--- config.mk ---
export PLATFORM = sky130hd
export DESIGN_NAME = g2p_divider
export DESIGN_NICKNAME = d
export VERILOG_FILES = /design/src/design/grid_to_particle_rate_update_macros.svh /design/src/design/g2p_pkg.sv /design/src/design/g2p_divider.sv
export SDC_FILE = /design/constraint.sdc
export NUM_CORES = 1
export LEC_CHECK = 0
export ABC_AREA = 1
export BUFFER_PORTS_ARGS = -buffer_cell sky130_fd_sc_hd__clkbuf_2
export CAP_MARGIN = 20
export CORE_UTILIZATION = 54
export CTS_CLUSTER_DIAMETER = 120
export DETAILED_ROUTE_END_ITERATION = 8
export HOLD_SLACK_MARGIN = 0.15
export PLACE_DENSITY = 0.72
export SLEW_MARGIN = 20
export SYNTH_ARGS = -nofsm -noshare
export SYNTH_HDL_FRONTEND = slang
export SYNTH_SLANG_ARGS = --single-unit
--- constraint.sdc ---
create_clock -name clock -period 11.6 [get_ports clock]
set_input_delay 2.32 -clock clock [delete_from_list [all_inputs] [get_ports clock]]
set_output_delay 2.32 -clock clock [all_outputs]
set_load 0.01 [all_outputs]
--- src/design/grid_to_particle_rate_update_macros.svh ---
// assertion macros for the grid-to-particle rate update block
// no dependencies; included by the top level
`ifndef GRID_TO_PARTICLE_RATE_UPDATE_MACROS_SVH
`define GRID_TO_PARTICLE_RATE_UPDATE_MACROS_SVH

`ifndef SYNTHESIS

// same-cycle implication
`define G2P_ASSERT_IMPLIES(label, clk, rst, ante, cons, msg) \
   label: assert property (@(posedge clk) disable iff (rst) (ante) |-> (cons)) \
      else $error(msg);

// next-cycle implication
`define G2P_ASSERT_NEXT(label, clk, rst, ante, cons, msg) \
   label: assert property (@(posedge clk) disable iff (rst) (ante) |=> (cons)) \
      else $error(msg);

`else

`define G2P_ASSERT_IMPLIES(label, clk, rst, ante, cons, msg)

`define G2P_ASSERT_NEXT(label, clk, rst, ante, cons, msg)

`endif

`endif

--- src/design/g2p_pkg.sv ---
// shared widths, limits and status types for the grid-to-particle rate update
// no dependencies
`timescale 1ns / 1ps

package g2p_pkg;

   localparam int VAL_W     = 32;
   localparam int MASS_W    = 32;
   localparam int WGT_W     = 17;
   localparam int DT_W      = 32;
   localparam int ACC_W     = 48;
   localparam int NUM_W     = VAL_W + WGT_W;
   localparam int NUM_COMP  = 3;
   localparam int COMP_W    = 2;

   // divider: radix-4 restoring, two quotient bits per cycle
   localparam int DIV_STEPS  = 2;
   localparam int DIV_ITERS  = ACC_W / DIV_STEPS;
   localparam int DIV_ITER_W = $clog2(DIV_ITERS);

   // output scaling: acc * dt >> (40 - FRAC_BITS)
   localparam int FRAC_BITS = 16;
   localparam int FIN_SHIFT = 40 - FRAC_BITS;
   localparam int HALF_W    = ACC_W / 2;
   localparam int PART_W    = HALF_W + DT_W;
   localparam int PROD_W    = ACC_W + DT_W;
   localparam int MAG_W     = VAL_W + 2;
   localparam int SUM_W     = VAL_W + 4;

   localparam int MAX_CONTRIB_DEFAULT = 64;

   localparam logic [ACC_W-1:0] ACC_MAX = {1'b0, {(ACC_W-1){1'b1}}};
   localparam logic [ACC_W-1:0] ACC_MIN = {1'b1, {(ACC_W-1){1'b0}}};
   localparam logic [VAL_W-1:0] VAL_MAX = {1'b0, {(VAL_W-1){1'b1}}};
   localparam logic [VAL_W-1:0] VAL_MIN = {1'b1, {(VAL_W-1){1'b0}}};
   localparam logic [MAG_W-1:0] MAG_LIMIT = {2'b01, {(MAG_W-2){1'b0}}};

   typedef logic signed [ACC_W-1:0] acc_type;
   typedef logic signed [VAL_W-1:0] val_type;

   typedef struct packed {
      logic busy;
      logic done;
   } div_stat_type;

   typedef struct packed {
      logic busy;
      logic done;
      logic sat;
   } fin_stat_type;

endpackage

--- src/design/g2p_divider.sv ---
// iterative unsigned divider, 48-bit dividend by 32-bit divisor, two bits per cycle
// depends on g2p_pkg
`timescale 1ns / 1ps

module g2p_divider (
   input  logic                         clock,
   input  logic                         reset,
   input  logic                         start,
   input  logic [g2p_pkg::ACC_W-1:0]    dividend,
   input  logic [g2p_pkg::MASS_W-1:0]   divisor,
   output logic [g2p_pkg::ACC_W-1:0]    quotient,
   output g2p_pkg::div_stat_type        stat
);
   import g2p_pkg::*;

   logic [MASS_W-1:0]     rem_ff, rem_in;
   logic [ACC_W-1:0]      quo_ff, quo_in;
   logic [DIV_ITER_W-1:0] iter_ff, iter_in;
   logic                  busy_ff, busy_in;
   logic                  done_ff, done_in;

   logic [MASS_W-1:0] rem_v;
   logic [ACC_W-1:0]  quo_v;
   logic [MASS_W:0]   trial;
   logic [MASS_W:0]   diff;
   logic              ge;

   // restoring steps, dividend shifts out the top while quotient bits shift in
   always_comb begin
      rem_v = rem_ff;
      quo_v = quo_ff;
      trial = '0;
      diff  = '0;
      ge    = 1'b0;
      for (int i = 0; i < DIV_STEPS; i++) begin
         trial = {rem_v, quo_v[ACC_W-1]};
         diff  = trial - {1'b0, divisor};
         ge    = trial >= {1'b0, divisor};
         rem_v = ge ? diff[MASS_W-1:0] : trial[MASS_W-1:0];
         quo_v = {quo_v[ACC_W-2:0], ge};
      end
   end

   always_comb begin
      rem_in  = rem_ff;
      quo_in  = quo_ff;
      iter_in = iter_ff;
      busy_in = busy_ff;
      done_in = 1'b0;
      if (start) begin
         rem_in  = '0;
         quo_in  = dividend;
         iter_in = '0;
         busy_in = 1'b1;
      end else if (busy_ff) begin
         rem_in  = rem_v;
         quo_in  = quo_v;
         iter_in = iter_ff + 1'b1;
         if (iter_ff == DIV_ITER_W'(DIV_ITERS - 1)) begin
            busy_in = 1'b0;
            done_in = 1'b1;
         end
      end
   end

   always_ff @(posedge clock) begin
      if (reset) begin
         iter_ff <= '0;
         busy_ff <= 1'b0;
         done_ff <= 1'b0;
      end else begin
         iter_ff <= iter_in;
         busy_ff <= busy_in;
         done_ff <= done_in;
      end
      rem_ff <= rem_in;
      quo_ff <= quo_in;
   end

   assign quotient  = quo_ff;
   assign stat.busy = busy_ff;
   assign stat.done = done_ff;

endmodule

# Word level (Yosys, flattened, before mapping)
# Index checks and enable logic that the tools add are counted.
dict set report totals {
  ff_bits 87
  latchBits 0
  mem_bits_rw 0
  romBits 0
  in_bits 83
  output_inout_bits 50
  wordCells 23
  mem_count 0
}
dict set report op_classes {
  n_addsub 3
  n_mul 0
  n_div 0
  n_lt_le_gt_ge 2
  n_eq_ne 1
  shift 0
  mux 8
  bitwise_logic 1
  reduce_logical 3
}
# cell count
set ops {}
lappend ops {{48-bit two-way mux} 2}
lappend ops {{33-bit by 32-bit greater-or-equal comparator with 1-bit output} 2}
lappend ops {{32-bit two-way mux} 2}
lappend ops {{32-bit subtractor} 2}
lappend ops {{5-bit by 1-bit adder with 5-bit output (second input constant)} 1}
lappend ops {{5-bit == test (second input constant)} 1}
lappend ops {{1-bit two-way mux} 4}
lappend ops {{3-bit OR reduction} 1}
lappend ops {{2-bit nonzero test} 1}
lappend ops {{2-bit OR reduction} 1}
lappend ops {{1-bit NOT} 1}

# Longest topological paths before layout
dict set report logic_depth {
  ltp_word 5
  depth_mapped 33
  depth_no_buf 31
}

# Worst setup path after synthesis
# Ideal clock, no wire load.
dict set report synth_timing {
  path_kind {input to register}
  startpoint {in divisor[21] (netlist bit)}
  endpoint {reg quo_ff[0] (netlist: quotient[0]), data pin}
  setup_time_ns 0.271
  t_arrival_ns 5.556
  t_required_ns 11.329
  path_slack_ns 5.773
  path_stages 22
  n_path_buf 1
  path_cell_list {inv_1 -> ha_1 -> nand2_1 -> nor2_1 -> nand2_1 -> nor2_1 -> nand2_1 -> nand3_2 -> a21oi_4 -> clkbuf_1 -> nand3_1 -> nand2_1 -> inv_1 -> ha_1 -> nand2_1 -> nor2_1 -> nand2_1 -> nor3_1 -> a31oi_1 -> nand2_1 -> nor2_2 -> a31oi_1}
}
dict set report synth_between {
  elab_chain_len 5
  word_cells_on_any_way 6
  classes_between {add/sub: 1; order compare: 2; mux: 3}
}
# item line
set synth_rtl {}
lappend synth_rtl {{start, declared} g2p_divider.sv:10} ;# input logic [g2p_pkg::MASS_W-1:0] divisor,
lappend synth_rtl {{32-bit subtractor or 33-bit by 32-bit greater-or-equal comparator with 1-bit output (tied branches)} {g2p_divider.sv:37, g2p_divider.sv:38}}
lappend synth_rtl {{32-bit two-way mux} g2p_divider.sv:39} ;# rem_v = ge ? diff[MASS_W-1:0] : trial[MASS_W-1:0];
lappend synth_rtl {{33-bit by 32-bit greater-or-equal comparator with 1-bit output *} g2p_divider.sv:38} ;# ge = trial >= {1'b0, divisor};
lappend synth_rtl {{48-bit two-way mux *} g2p_divider.sv:55} ;# end else if (busy_ff) begin
lappend synth_rtl {{48-bit two-way mux *} g2p_divider.sv:50} ;# if (start) begin
lappend synth_rtl {{net quo_in[0]} g2p_divider.sv:17} ;# logic [ACC_W-1:0] quo_ff, quo_in;
lappend synth_rtl {{end signal, assigned} g2p_divider.sv:77} ;# quo_ff <= quo_in;
lappend synth_rtl {{end, declared} g2p_divider.sv:17}
# The timed path passes the listed nets; every way through them passes the cells marked *. The select of a mux whose other input is x is not followed.
# A chain may end at the register's enable or synchronous reset.

# Worst setup path in the final report
dict set report layout_timing {
  startpoint {in divisor[13] (netlist bit)}
  endpoint {reg rem_ff[16]}
}
dict set report layout_between {
  elab_chain_len 4
  word_cells_on_any_way 6
  classes_between {add/sub: 2; order compare: 2; mux: 2}
}
# item line
set layout_rtl {}
lappend layout_rtl {{32-bit subtractor or 33-bit by 32-bit greater-or-equal comparator with 1-bit output (tied branches)} {g2p_divider.sv:37, g2p_divider.sv:38}}
lappend layout_rtl {{32-bit two-way mux} g2p_divider.sv:39}
lappend layout_rtl {{32-bit subtractor or 33-bit by 32-bit greater-or-equal comparator with 1-bit output (tied branches)} {g2p_divider.sv:37, g2p_divider.sv:38}}
lappend layout_rtl {{32-bit two-way mux *} g2p_divider.sv:39}
lappend layout_rtl {{end signal, assigned} g2p_divider.sv:76} ;# rem_ff <= rem_in;
lappend layout_rtl {{end, declared} g2p_divider.sv:16} ;# logic [MASS_W-1:0] rem_ff, rem_in;
# Every way passes the cells marked *; elsewhere a longest branch is shown, timed or not.

==> impl_metrics.csv <==
group,metric,value,unit
grt,grt_overflow,0,
worst_hold_path,holdPathEnd,"iter_ff[4]",
logic_synthesis,synth_edf_count,48,
logic_synthesis,netlist_instances,1510,
sta,layout_min_cycle_time,7040,ps
drt,drc_errors,0,
job,max_cap_viol_count,0,
critical_path,cpMaxStageDelayCell,"a21oi_4",
critical_path,rr_worst_depth,27,
clocking,clock_sinks,87,
finish,nFillCells,1572,
floorplanning,die_area,17200,sq um
sta,finalSetupTns,0,ps
power_and_ir_drop,power_leakage,0.00593,uW
clocking,worst_setup_hold_path_clk_slew,70,ps
grt,number_of_antenna_violations_at_the_first_check_in_global_routing,0,
clocking,clock_root_buffer_master,"clkbuf_16",
critical_path,worst_r2r_startpoint,"quotient[47]",
floorplanning,die_w,131,microns
finish,stdcell_count,1842,
power_and_ir_drop,internal-power,1040,uW
sta,pins_over_slew_limit,0,
sta,rsz_0062_raised_after_global_routing,"no",
placement,place_inst,1826,
critical_path,worst-path-max-fanout,34,
sta,fmax,142,MHz
worst_hold_path,hold_path_class,"reg2reg",
floorplanning,placementRows,46,
finish,share_of_cells_above_drive_strength_1,10.8,%
floorplanning,chipHeight,131,microns
power_and_ir_drop,power.net_switching,1100,uW
power_and_ir_drop,swShare,51.5,%
drt,drt_pre_antenna_iters,5,
sta,fin_worst_skew,13.9,ps
worst_hold_path,worstHoldPathCells,1,
power_and_ir_drop,comb_power_share,65.6,%
power_and_ir_drop,share_seq_of_total_power,19.4,%
critical_path,critPathCaptureType,"register",
finish,fin_nets,1771,
sta,final.period_utilization,60.7,%
clocking,holdBufCountCts,0,
grt,first_global_vias,9094,
critical_path,worst_ep_required_time,11880,ps
critical_path,cell_with_the_most_instances_on_the_worst_path,"nand2_1",
drt,number_of_vias_after_detailed_routing,9824,
sta,timing.final.setup_violations,0,
drt,avgViaCountPerCell,5.33,
sta,worst_slew_pin_slew,1020,ps
critical_path,critical-path-max-stage-delay,610,ps
logic_synthesis,synthDistinctLibCells,38,
logic_synthesis,yosys_warnings,0,
drt,first_iter_violations,924,
finish,area_growth_syn_to_layout,12.5,%
floorplanning,design.core.area,16100,sq um
floorplanning,initial_core_util,56.0,%
power_and_ir_drop,share_clk_of_total_power,15.0,%
clocking,clkLatencyLatePin,350,ps
power_and_ir_drop,vdd_drop_max,107,uV
worst_hold_path,holdCritStartpoint,"iter_ff[4]",
critical_path,timing.setup.critical_path_class,"in2reg",
outcome,status,"finished, final reports clean",
logic_synthesis,synth_fp_nets,1660,
sta,slew_headroom,31.7,%
critical_path,crit-reg2reg-capture,"rem_ff[16]",
finish,diodes,0,
logic_synthesis,synthesis.area,9020,sq um
clocking,clock_tree.buffer_depth,2,
placement,portBuffers,132,
finish,postLayoutCoreUtil,62.9,%
clocking,cts_resized,0,
logic_synthesis,synth_sequential_area_ratio,24.6,%
grt,pin_count_of_the_biggest_net_entering_global_routing,53,
clocking,cts_inserted_buffers,9,
logic_synthesis,synth.avg_cell_area,5.97,sq um
logic_synthesis,asyncSetResetFlopFracSynth,0,%
critical_path,worstSetupStartpointType,"primary input",
grt,wire_length_of_the_first_global_routing_pass,45700,microns
sta,finalHoldViolations,0,
power_and_ir_drop,fin_total_pwr,2140,uW
power_and_ir_drop,power_per_cell_area,211,nW/um^2
floorplanning,ios,133,
placement,dpl.hpwl,23200,microns
clocking,htree_num_levels,3,
logic_synthesis,ys_ff_latch,87,
clocking,post-cts-setup-buffer-count,0,
drt,drt-total-wl,28600,microns
logic_synthesis,synth_flop_cell,"edfxtp_1",
drt,detail_route.wl_per_cell,15.5,microns
drt,ant_nets,0,
critical_path,worst-endpoint-arrival,7320,ps
critical_path,setup.reg_to_reg.worst_slack,6330,ps
clocking,cts_tree,"yes",
grt,grt_util_all_layers,33.5,%
placement,gp_congestion,1.02,
## worst max-delay path by stage
stage / startpoint / to / slack (ps)
after floorplan: divisor[21] / quotient[0] / 5770
after detailed placement: divisor[20] / rem_ff[0] / 4400
final: divisor[13] / rem_ff[16] / 4560
after global placement: divisor[24] / rem_ff[0] / 4370
after global routing: divisor[24] / rem_ff[24] / 4090
after CTS: divisor[20] / rem_ff[16] / 4710
## through the flow
step / instance area (sq um) / setup WS [ps] / hold slack, ps
after floorplan: 9020 / 5770 / 422
final: 10100 / 4560 / 467
after global placement: 9820 / 4370 / 437
after detailed placement: 9820 / 4400 / 450
after CTS: 10100 / 4710 / 460
after global routing: 10100 / 4090 / 478
## power by group through the flow
stage	registers (uW)	clock network (uW)	logic, uW
after floorplan	419	0	1030
after global placement	419	0	1360
after detailed placement	419	0	1350
after CTS	414	324	1360
after global routing	421	334	1560
final	415	322	1410
## area by class of cell
class / count / area, sq um / area share [%]
inverter: 268 / 1010 / 9.92
clock inverter: 6 / 91.3 / 0.900
multi-input combinational: 1118 / 5630 / 55.5
tap: 216 / 270 / 2.66
sequential: 87 / 2220 / 21.9
timing repair buffer: 137 / 698 / 6.88
clock buffer: 10 / 229 / 2.26
## synth_stat cells (4+ instances only)
library cell,instances,area share [%]
edfxtp_1,48,16
xnor2_1,27,2.6
a21oi_1,57,3.2
nand2_1,613,26
inv_1,262,11
o21bai_1,11,0.92
nor3_1,8,0.44
o21a_1,5,0.42
nand3b_1,7,0.58
clkbuf_1,24,1.0
buf_2,6,0.33
nand4_1,46,3.2
a21o_1,6,0.50
a31oi_1,8,0.55
ha_1,65,9.0
nand3_1,110,6.1
xor2_1,14,1.4
inv_2,5,0.21
o21ai_0,32,1.8
dfxtp_1,39,8.7
nor2_2,4,0.28
nor2_1,83,3.5
nor4_1,5,0.35
## layer usage
layer,track usage [%],part of all wire [%],up-vias
met5,0,0,-
met4,10.9,2.8,0
met3,6.17,9.2,55
met2,50.9,41,434
met1,47.6,47,4371
li1,-,-,4964
## registers in the layout, indices dropped and copies added, names as in the netlist
signal    count
done_ff       1
busy_ff       1
quotient     48
iter_ff       5
rem_ff       32
## critical path, delay by kind of cell
kind,cells,cell delay (ps)
simple gates,21,3240
buf+inv,3,230
fa+ha+maj,2,660
compound gates,2,820
## cell usage in the layout, fill, tap and decap left out, types with 2 or more instances in the layout
cell / n
nand4_1: 46
nor2_1: 81
clkbuf_2: 132
inv_2: 6
bufinv_16: 2
nor4_1: 5
a21o_1: 6
nand2_4: 3
inv_6: 3
a21oi_1: 57
nand3b_1: 7
edfxtp_1: 48
nor2_2: 6
xor2_1: 14
o21bai_1: 11
inv_1: 261
buf_4: 5
nand3_1: 110
nor3_1: 8
nand3_2: 2
dfxtp_1: 39
fa_1: 2
ha_1: 65
clkbuf_16: 9
xnor2_1: 27
a31oi_1: 7
o21ai_0: 32
nand2_1: 613
nand2_2: 3
o21a_1: 5
## kinds of logic after synthesis
logic type	count (synthesis)	share of synthesized area, %
flops	87	24.6
fa+ha+maj	67	9.46
buf+inv	305	13.1
simple gates	887	41.1
compound gates	123	7.75
xor+xnor	41	3.98
(Power assumes the default switching activity.)
