**src/design/grid_to_particle_rate_update_macros.svh**
```systemverilog
// assertion macros for the grid-to-particle rate update block
// no dependencies; included by the top level
`ifndef GRID_TO_PARTICLE_RATE_UPDATE_MACROS_SVH
`define GRID_TO_PARTICLE_RATE_UPDATE_MACROS_SVH

`ifndef SYNTHESIS

// same-cycle implication
`define G2P_ASSERT_IMPLIES(label, clk, rst, ante, cons, msg) \
   label: assert property (@(posedge clk) disable iff (rst) (ante) |-> (cons)) \
      else $error(msg);

// next-cycle implication
`define G2P_ASSERT_NEXT(label, clk, rst, ante, cons, msg) \
   label: assert property (@(posedge clk) disable iff (rst) (ante) |=> (cons)) \
      else $error(msg);

`else

`define G2P_ASSERT_IMPLIES(label, clk, rst, ante, cons, msg)

`define G2P_ASSERT_NEXT(label, clk, rst, ante, cons, msg)

`endif

`endif

```
**src/design/g2p_pkg.sv**
```systemverilog
// shared widths, limits and status types for the grid-to-particle rate update
// no dependencies
`timescale 1ns / 1ps

package g2p_pkg;

   localparam int VAL_W     = 32;
   localparam int MASS_W    = 32;
   localparam int WGT_W     = 17;
   localparam int DT_W      = 32;
   localparam int ACC_W     = 48;
   localparam int NUM_W     = VAL_W + WGT_W;
   localparam int NUM_COMP  = 3;
   localparam int COMP_W    = 2;

   // divider: radix-4 restoring, two quotient bits per cycle
   localparam int DIV_STEPS  = 2;
   localparam int DIV_ITERS  = ACC_W / DIV_STEPS;
   localparam int DIV_ITER_W = $clog2(DIV_ITERS);

   // output scaling: acc * dt >> (40 - FRAC_BITS)
   localparam int FRAC_BITS = 16;
   localparam int FIN_SHIFT = 40 - FRAC_BITS;
   localparam int HALF_W    = ACC_W / 2;
   localparam int PART_W    = HALF_W + DT_W;
   localparam int PROD_W    = ACC_W + DT_W;
   localparam int MAG_W     = VAL_W + 2;
   localparam int SUM_W     = VAL_W + 4;

   localparam int MAX_CONTRIB_DEFAULT = 64;

   localparam logic [ACC_W-1:0] ACC_MAX = {1'b0, {(ACC_W-1){1'b1}}};
   localparam logic [ACC_W-1:0] ACC_MIN = {1'b1, {(ACC_W-1){1'b0}}};
   localparam logic [VAL_W-1:0] VAL_MAX = {1'b0, {(VAL_W-1){1'b1}}};
   localparam logic [VAL_W-1:0] VAL_MIN = {1'b1, {(VAL_W-1){1'b0}}};
   localparam logic [MAG_W-1:0] MAG_LIMIT = {2'b01, {(MAG_W-2){1'b0}}};

   typedef logic signed [ACC_W-1:0] acc_type;
   typedef logic signed [VAL_W-1:0] val_type;

   typedef struct packed {
      logic busy;
      logic done;
   } div_stat_type;

   typedef struct packed {
      logic busy;
      logic done;
      logic sat;
   } fin_stat_type;

endpackage

```
**src/design/g2p_finish.sv**
```systemverilog
// output stage: old + trunc(acc * dt >> shift), clipped to 32 bits
// one 24x32 multiplier used twice per component; depends on g2p_pkg
`timescale 1ns / 1ps

module g2p_finish (
   input  logic                       clock,
   input  logic                       reset,
   input  logic                       start,
   input  g2p_pkg::acc_type           acc,
   input  g2p_pkg::val_type           old,
   input  logic [g2p_pkg::DT_W-1:0]   time_step,
   output g2p_pkg::val_type           result,
   output g2p_pkg::fin_stat_type      stat
);
   import g2p_pkg::*;

   localparam logic [2:0] PH_IDLE = 3'd0;
   localparam logic [2:0] PH_HI   = 3'd1;
   localparam logic [2:0] PH_LO   = 3'd2;
   localparam logic [2:0] PH_SHF  = 3'd3;
   localparam logic [2:0] PH_ADD  = 3'd4;

   logic [2:0]        phase_ff, phase_in;
   logic [ACC_W-1:0]  a_ff, a_in;
   logic              neg_ff, neg_in;
   logic [VAL_W-1:0]  old_ff, old_in;
   logic [PART_W-1:0] p_hi_ff, p_hi_in;
   logic [PART_W-1:0] p_lo_ff, p_lo_in;
   logic [MAG_W-1:0]  mag_ff, mag_in;
   logic              big_ff, big_in;
   logic [VAL_W-1:0]  res_ff, res_in;
   logic              sat_ff, sat_in;
   logic              done_ff, done_in;

   logic [HALF_W-1:0] mul_a;
   logic [PART_W-1:0] mul_p;
   logic [PROD_W-1:0] prod;
   logic [PROD_W-1:0] mag_full;
   logic [SUM_W-1:0]  mag_s;
   logic [SUM_W-1:0]  sum;
   logic              sum_ok;

   // shared multiplier: upper half first, then lower half
   assign mul_a = (phase_ff == PH_HI) ? a_ff[ACC_W-1:HALF_W] : a_ff[HALF_W-1:0];
   assign mul_p = {{DT_W{1'b0}}, mul_a} * {{HALF_W{1'b0}}, time_step};

   assign prod     = ({{(PROD_W-PART_W){1'b0}}, p_hi_ff} << HALF_W)
                   + {{(PROD_W-PART_W){1'b0}}, p_lo_ff};
   assign mag_full = prod >> FIN_SHIFT;

   assign mag_s  = {{(SUM_W-MAG_W){1'b0}}, mag_ff};
   assign sum    = {{(SUM_W-VAL_W){old_ff[VAL_W-1]}}, old_ff}
                 + (neg_ff ? (SUM_W'(0) - mag_s) : mag_s);
   assign sum_ok = (&sum[SUM_W-1:VAL_W-1]) || !(|sum[SUM_W-1:VAL_W-1]);

   always_comb begin
      phase_in = phase_ff;
      a_in     = a_ff;
      neg_in   = neg_ff;
      old_in   = old_ff;
      p_hi_in  = p_hi_ff;
      p_lo_in  = p_lo_ff;
      mag_in   = mag_ff;
      big_in   = big_ff;
      res_in   = res_ff;
      sat_in   = sat_ff;
      done_in  = 1'b0;
      unique case (phase_ff)
         PH_IDLE: begin
            if (start) begin
               neg_in   = acc[ACC_W-1];
               a_in     = acc[ACC_W-1] ? (ACC_W'(0) - acc) : acc;
               old_in   = old;
               phase_in = PH_HI;
            end
         end
         PH_HI: begin
            p_hi_in  = mul_p;
            phase_in = PH_LO;
         end
         PH_LO: begin
            p_lo_in  = mul_p;
            phase_in = PH_SHF;
         end
         PH_SHF: begin
            mag_in   = mag_full[MAG_W-1:0];
            big_in   = (|mag_full[PROD_W-1:MAG_W]) || (mag_full[MAG_W-1:0] > MAG_LIMIT);
            phase_in = PH_ADD;
         end
         PH_ADD: begin
            if (big_ff) begin
               res_in = neg_ff ? VAL_MIN : VAL_MAX;
               sat_in = 1'b1;
            end else if (!sum_ok) begin
               res_in = sum[SUM_W-1] ? VAL_MIN : VAL_MAX;
               sat_in = 1'b1;
            end else begin
               res_in = sum[VAL_W-1:0];
               sat_in = 1'b0;
            end
            done_in  = 1'b1;
            phase_in = PH_IDLE;
         end
         default: begin
            phase_in = PH_IDLE;
         end
      endcase
   end

   always_ff @(posedge clock) begin
      if (reset) begin
         phase_ff <= PH_IDLE;
         done_ff  <= 1'b0;
      end else begin
         phase_ff <= phase_in;
         done_ff  <= done_in;
      end
      a_ff    <= a_in;
      neg_ff  <= neg_in;
      old_ff  <= old_in;
      p_hi_ff <= p_hi_in;
      p_lo_ff <= p_lo_in;
      mag_ff  <= mag_in;
      big_ff  <= big_in;
      res_ff  <= res_in;
      sat_ff  <= sat_in;
   end

   assign result    = res_ff;
   assign stat.busy = (phase_ff != PH_IDLE);
   assign stat.done = done_ff;
   assign stat.sat  = sat_ff;

endmodule

```
**config.mk**
```make
export PLATFORM = sky130hd
export DESIGN_NAME = g2p_finish
export DESIGN_NICKNAME = d
export VERILOG_FILES = /design/src/design/grid_to_particle_rate_update_macros.svh /design/src/design/g2p_pkg.sv /design/src/design/g2p_finish.sv
export SDC_FILE = /design/constraint.sdc
export NUM_CORES = 2
export LEC_CHECK = 0
export BUFFER_PORTS_ARGS = -buffer_cell sky130_fd_sc_hd__buf_4
export CAP_MARGIN = 15
export CORE_ASPECT_RATIO = 1.2
export CORE_MARGIN = 4
export CORE_UTILIZATION = 65
export CTS_CLUSTER_SIZE = 10
export DETAILED_ROUTE_END_ITERATION = 6
export GPL_ROUTABILITY_DRIVEN = 0
export PLACE_DENSITY = 0.87
export SYNTH_ARGS = -nofsm -noshare
export SYNTH_HDL_FRONTEND = slang
export SYNTH_SLANG_ARGS = --single-unit
export TNS_END_PERCENT = 1
```
**constraint.sdc**
```tcl
create_clock -name clock -period 13.9 [get_ports clock]
set_input_delay 2.085 -clock clock [delete_from_list [all_inputs] [get_ports clock]]
set_output_delay 2.085 -clock clock [all_outputs]
set_load 0.02 [all_outputs]
```
# == Yosys cells after proc, flatten, opt, wreduce, memory -nomap -nowiden ==
# Cells that the tools add are included.
# Widths: inputs -> output; s select.
# classes
n_reduce_logical,9
magnitude_cmp,1
n_eq_ne,5
addsub,4
mux,11
n_mul,1
# ops
cell,count
$mux 32,4
$add 80x56->80,1
$mul 24x32->56,1
$sub 1x48->48 const A,1
$mux 47,1
$add 36x36->36,1
$mux 36,1
$sub 1x34->35 const A,1
$gt 34x33->1 const B,1
$mux 24,1
$reduce_or 22->1,1
$pmux 3 s4,1
$eq 3x2->1 const B,2
$reduce_and 5->1,1
$reduce_or 5->1,1
$eq 3x1->1 const B,1
$eq 3x3->1 const B,1
$logic_not 3->1,1
$mux 3,1
$reduce_bool 3->1,1
$logic_or 1x1->1,2
$mux 1,2
$ne 2x2->1 const B,1
$reduce_and 2->1,1
$logic_not 1->1,1
# totals
out_inout_bits,35
ff_bits,265
inputBits,115
elab_cells,43

# == Depth between registers and ports, before layout ==
# logic_depth
word_depth,8
mapped_depth,31
ltp_nobuf,27

# == Least setup slack after synthesis ==
# No wires, ideal clock.
# synth_timing
path_kind,flip-flop to flip-flop
start,reg phase_ff[1]
end,reg p_hi_ff[53] (data pin)
arrival_ns,9.887
n_path_buf,3
path_stages_with_launch,30
slack_ns,3.734
required_time_ns,13.621
period_less_slack_ns,10.166
cell_sequence,dfxtp_1 -> clkbuf_1 -> nor3b_1 -> clkbuf_1 -> mux2_2 -> clkbuf_1 -> nand2_1 -> fa_1 -> inv_1 -> fa_1 -> inv_1 -> fa_1 -> fa_1 -> fa_1 -> inv_1 -> fa_1 -> inv_1 -> fa_1 -> inv_1 -> ha_1 -> nand2_1 -> o21ai_0 -> a211oi_1 -> a221oi_1 -> or2_2 -> a31oi_1 -> o311ai_0 -> a31oi_1 -> o41ai_1 -> xor2_1
# synth_via
elab_chain_len,3
# synth_rtl
element,line_no,text
"start, declared",g2p_finish.sv:23,"logic [2:0] phase_ff, phase_in;"
"start signal, assigned",g2p_finish.sv:115,phase_ff <= phase_in;
$eq 3x1->1,g2p_finish.sv:44,assign mul_a = (phase_ff == PH_HI) ? a_ff[ACC_W-1:HALF_W] : a_ff[HALF_W-1:0];
$mux 24,g2p_finish.sv:44,
$mul 24x32->56,g2p_finish.sv:45,"assign mul_p = {{DT_W{1'b0}}, mul_a} * {{HALF_W{1'b0}}, time_step};"
named net mul_p[53],g2p_finish.sv:36,logic [PART_W-1:0] mul_p;
"end signal, assigned",g2p_finish.sv:121,p_hi_ff <= p_hi_in;
"end, declared",g2p_finish.sv:27,"logic [PART_W-1:0] p_hi_ff, p_hi_in;"
# The timed path passes the listed nets, and every way through them passes these cells.
# A chain may end at the register's enable or synchronous reset.

# == Worst setup path in the final report ==
# layout_timing
start,reg phase_ff[0]
end,reg p_hi_ff[53] (data pin)
# The elaborated chain is that of the path after synthesis.

==> flow_results.org <==
** Run status
- The flow ran to the end, but the final reports show violations.
- The checks that failed: DRC.

** Global routing
- The first global-routing pass estimated 161000 µm of wire.
- After global routing the overflow that remains totals 0.
- Number of global-route vias before repair :: ~31000
- Antenna violations before repair :: 2
- Maximum number of pins on one net before global-route repair :: 82
- Total routing resource utilization after global routing :: 32.1%

** Finish
- Counting the fill cells in the layout gives roughly 4000.
- After the last flow step, the layout net total stands at about 5000.
- Excluding fillers, the count of instances in the completed layout stands at between 4000 and 5000.
- Ratio of cells with drive above 1 in the final layout :: ~6.5%
- 0 antenna diodes ended up in the layout.
- Area overhead of the layout relative to synthesis :: 6.37%

** Floorplan
- Effective utilization at floorplan :: 65.9%
- Placeable Area :: 0.0586 mm²
- Die boundary width :: ~230 µm
- Die Y :: around 280 µm
- Row generation in the floorplan step produced 97 rows.
- 150 I/O pins were placed.
- Floorplan die area :: approximately 0.063 mm²

** Synth
- The synthesized design contains 241 register bits.
- For this run, asynchronously set or reset flops after synthesis account for 0%.
- A synthesized cell averages 9.64 µm².
- By area the synthesized netlist is led by sky130_fd_sc_hd__fa_1 34%, sky130_fd_sc_hd__edfxtp_1 18%, sky130_fd_sc_hd__ha_1 8.1%.
- Post-synth EDFFs :: roughly 240
- The number of different library cells used by synthesis comes to 81.
- Summed over all instances, the cell type with the most area after synthesis is sky130_fd_sc_hd__fa_1.
- Synth Cell Area :: 0.0386 mm²
- The number of nets in the synthesized netlist is roughly 5000.
- Area share of the leading cell type in the synthesized netlist :: 34.2%
- Share of the yosys chip area belonging to registers :: 18.6%
- For this run, the number of Yosys warnings is 0.
- Among all cell types in the netlist, the one instantiated most often is sky130_fd_sc_hd__inv_1.
- Main synth FF type :: sky130_fd_sc_hd__edfxtp_1
- Cell types with the highest counts after synthesis :: 732 x sky130_fd_sc_hd__inv_1, 660 x sky130_fd_sc_hd__fa_1, 467 x sky130_fd_sc_hd__nand2_1
- In the synthesized netlist, the number of instances is 4009.

** Clock network
- In this run the deepest clock path goes through 3 buffers.
- Post-CTS sizing :: 0
- CTS hold repair buffers :: 0
- TritonCTS built the clock tree.
- Clock network latency to the later pin of the worst-skew pair :: around 0.58 ns
- Clock input transition at the sequential cells of the worst setup and hold paths :: 0.05 ns
- Number of setup buffers added after CTS :: 0
- Number of buffers created by CTS :: 29
- CTS placed an instance of sky130_fd_sc_hd__clkbuf_16 at the clock tree root.
- CTS built an H-tree with a depth of 1.
- Total number of clock tree sinks :: 241

** Place
- Final HPWL DP :: 77600 µm
- Number of I/O port buffers :: 149
- Post-Place Cells :: 4781

** Drt
- Count of vias placed by the detailed router :: between 20000 and 30000
- For this run, design rule violations remaining after detail routing come to 1.
- Number of antenna-violating nets in the routed design :: 0
- Using the TritonRoute via totals, the vias-per-cell ratio works out to a little over 6.
- The first detailed-routing pass took 7 iterations.
- The detailed router finished its first iteration with 2447 violations.
- Final WL :: 99800 µm
- Wirelength per Cell :: 20.6 µm

** Timing
- Final-report setup violation count :: 0
- The count of endpoints failing hold in the final timing report came to 0.
- The smallest clock period supported by the final layout is computed as 9.80 ns.
- RSZ-0062 raised after global routing :: no
- Static timing analysis puts the maximum clock frequency at 102 MHz.
- Of the available clock period, the critical path in the final layout requires 70.5%.
- On the final layout, the worst clock skew is 0.0388 ns.
- Worst slew margin relative to its limit :: 21.9%
- Measured slew at the worst slew-check pin :: roughly 1.2 ns
- After routing, the total negative slack on setup checks comes to 0 ns.
- Final-report max-slew violation count :: 0

** Setup path
- CP max FO :: 64
- Crit end category :: flop
- The critical path in this run is classified as flop to flop.
- Startpoint class of the critical path :: flop
- Worst Path Arrival :: 10.08 ns
- At the worst endpoint, the required time is 14.18 ns.

** Run
- The tool flagged a number of max-cap violations equal to 0.

** Hold path
- The tightest min-delay check is of the flop to flop type.
==> through the flow <==
stage,instance area [µm²],util [%],worst slack [ns],hold slack [ns]
after floorplan,38600,-,3.73,0.484
after global placement,40200,68.7,4.29,0.541
after detailed placement,40200,68.7,4.18,0.577
after CTS,41100,70.1,4.14,0.580
after global routing,41100,70.1,3.61,0.611
final,41100,70.1,4.10,0.576
==> metal layers <==
layer	share of wire (%)	global-route usage (%)	vias to the layer above
met5	0.031	0	-
met4	7.8	20.4	2
met3	8.3	5.54	472
met2	50	55.4	1578
met1	34	37.2	14400
li1	-	-	12800
==> worst max-delay path, stage by stage, from the launching register on <==
cell and delay [ns]:
sky130_fd_sc_hd__dfxtp_1 0.45, sky130_fd_sc_hd__nor3b_2 0.21, sky130_fd_sc_hd__buf_4 0.29, sky130_fd_sc_hd__buf_4 0.72
sky130_fd_sc_hd__mux2_2 0.86, sky130_fd_sc_hd__and2_1 0.26, sky130_fd_sc_hd__fa_1 0.44, sky130_fd_sc_hd__fa_1 0.51
sky130_fd_sc_hd__inv_1 0.05, sky130_fd_sc_hd__fa_1 0.45, sky130_fd_sc_hd__fa_1 0.50, sky130_fd_sc_hd__fa_1 0.54
sky130_fd_sc_hd__inv_1 0.05, sky130_fd_sc_hd__fa_1 0.48, sky130_fd_sc_hd__inv_1 0.05, sky130_fd_sc_hd__fa_1 0.48
sky130_fd_sc_hd__inv_1 0.04, sky130_fd_sc_hd__ha_1 0.37, sky130_fd_sc_hd__nand2_1 0.07, sky130_fd_sc_hd__o21ai_0 0.28
sky130_fd_sc_hd__a211oi_1 0.09, sky130_fd_sc_hd__a221oi_1 0.45, sky130_fd_sc_hd__or2_2 0.23, sky130_fd_sc_hd__a31oi_1 0.17
sky130_fd_sc_hd__o311ai_0 0.69, sky130_fd_sc_hd__a31oi_1 0.25, sky130_fd_sc_hd__o41ai_1 0.36, sky130_fd_sc_hd__xor2_1 0.13
==> final cells by class <==
type / instances / area, µm² / share of cell area (%)
multi-input cells: 2848 / 28100 / 68.3
flip-flops and latches: 241 / 7200 / 17.5
inverters: 732 / 2750 / 6.68
repair buffers: 168 / 1260 / 3.07
well taps: 792 / 991 / 2.41
clock buffers: 50 / 815 / 1.98
clock inverters: 4 / 38.8 / 0.0944
==> cell families (layout without fill, tap and decap cells) <==
family,Yosys count,count (layout),share of synthesized area [%]
AND/OR/NAND/NOR,1204,1204,16.1
buffers and inverters,920,954,8.96
adder cells (fa/ha/maj),911,911,42.3
AO/OA/AOI/OAI,524,524,9.11
flip-flops,241,241,18.6
XOR/XNOR,182,182,4.12
multiplexers,27,27,0.774
==> worst paths after layout <==
kind                                          startpoint  cells after the start  slack, ns                        to
worst max-delay path            phase_ff[0]$_SDFFE_PP0P_                     27       4.10     p_hi_ff[53]$_DFFE_PP_
worst min-delay path            phase_ff[2]$_SDFFE_PP0P_                      1       0.58  phase_ff[1]$_SDFFE_PP0P_
worst max register to register  phase_ff[0]$_SDFFE_PP0P_                     27       4.10     p_hi_ff[53]$_DFFE_PP_
worst min register to register  phase_ff[2]$_SDFFE_PP0P_                      1       0.58  phase_ff[1]$_SDFFE_PP0P_
==> sequential cells by signal, indices dropped and copies added, names as in the netlist <==
signal	count
sat_ff	1
neg_ff	1
result	32
a_ff	48
phase_ff	3
old_ff	32
big_ff	1
done_ff	1
p_hi_ff	56
mag_ff	34
p_lo_ff	32
==> placed cells by master (no fill, tap or decap), types with 15 or more instances in the layout <==
cell type                   synthesis  routed
sky130_fd_sc_hd__a211oi_1          16      16
sky130_fd_sc_hd__a21o_1            78      78
sky130_fd_sc_hd__a21oi_1          120     120
sky130_fd_sc_hd__and2_1           316     316
sky130_fd_sc_hd__and3_1            25      25
sky130_fd_sc_hd__buf_4              2     168
sky130_fd_sc_hd__clkbuf_1         186      20
sky130_fd_sc_hd__clkbuf_16          0      29
sky130_fd_sc_hd__edfxtp_1         237     237
sky130_fd_sc_hd__fa_1             660     660
sky130_fd_sc_hd__ha_1             251     251
sky130_fd_sc_hd__inv_1            732     732
sky130_fd_sc_hd__mux2_2            23      23
sky130_fd_sc_hd__nand2_1          467     467
sky130_fd_sc_hd__nand2b_1          19      19
sky130_fd_sc_hd__nand3_1           37      37
sky130_fd_sc_hd__nand4_1           23      23
sky130_fd_sc_hd__nor2_1            85      84
sky130_fd_sc_hd__nor2b_1          111     111
sky130_fd_sc_hd__nor3_1            28      28
sky130_fd_sc_hd__o21a_1            54      54
sky130_fd_sc_hd__o21ai_0           93      93
sky130_fd_sc_hd__o31ai_1           25      25
sky130_fd_sc_hd__o41ai_1           15      15
sky130_fd_sc_hd__or4_1             16      16
sky130_fd_sc_hd__xnor2_1          139     139
sky130_fd_sc_hd__xor2_1            43      43
Power is not shown: default switching activity piles up to over one toggle a cycle in this logic, so the estimate is an artifact.
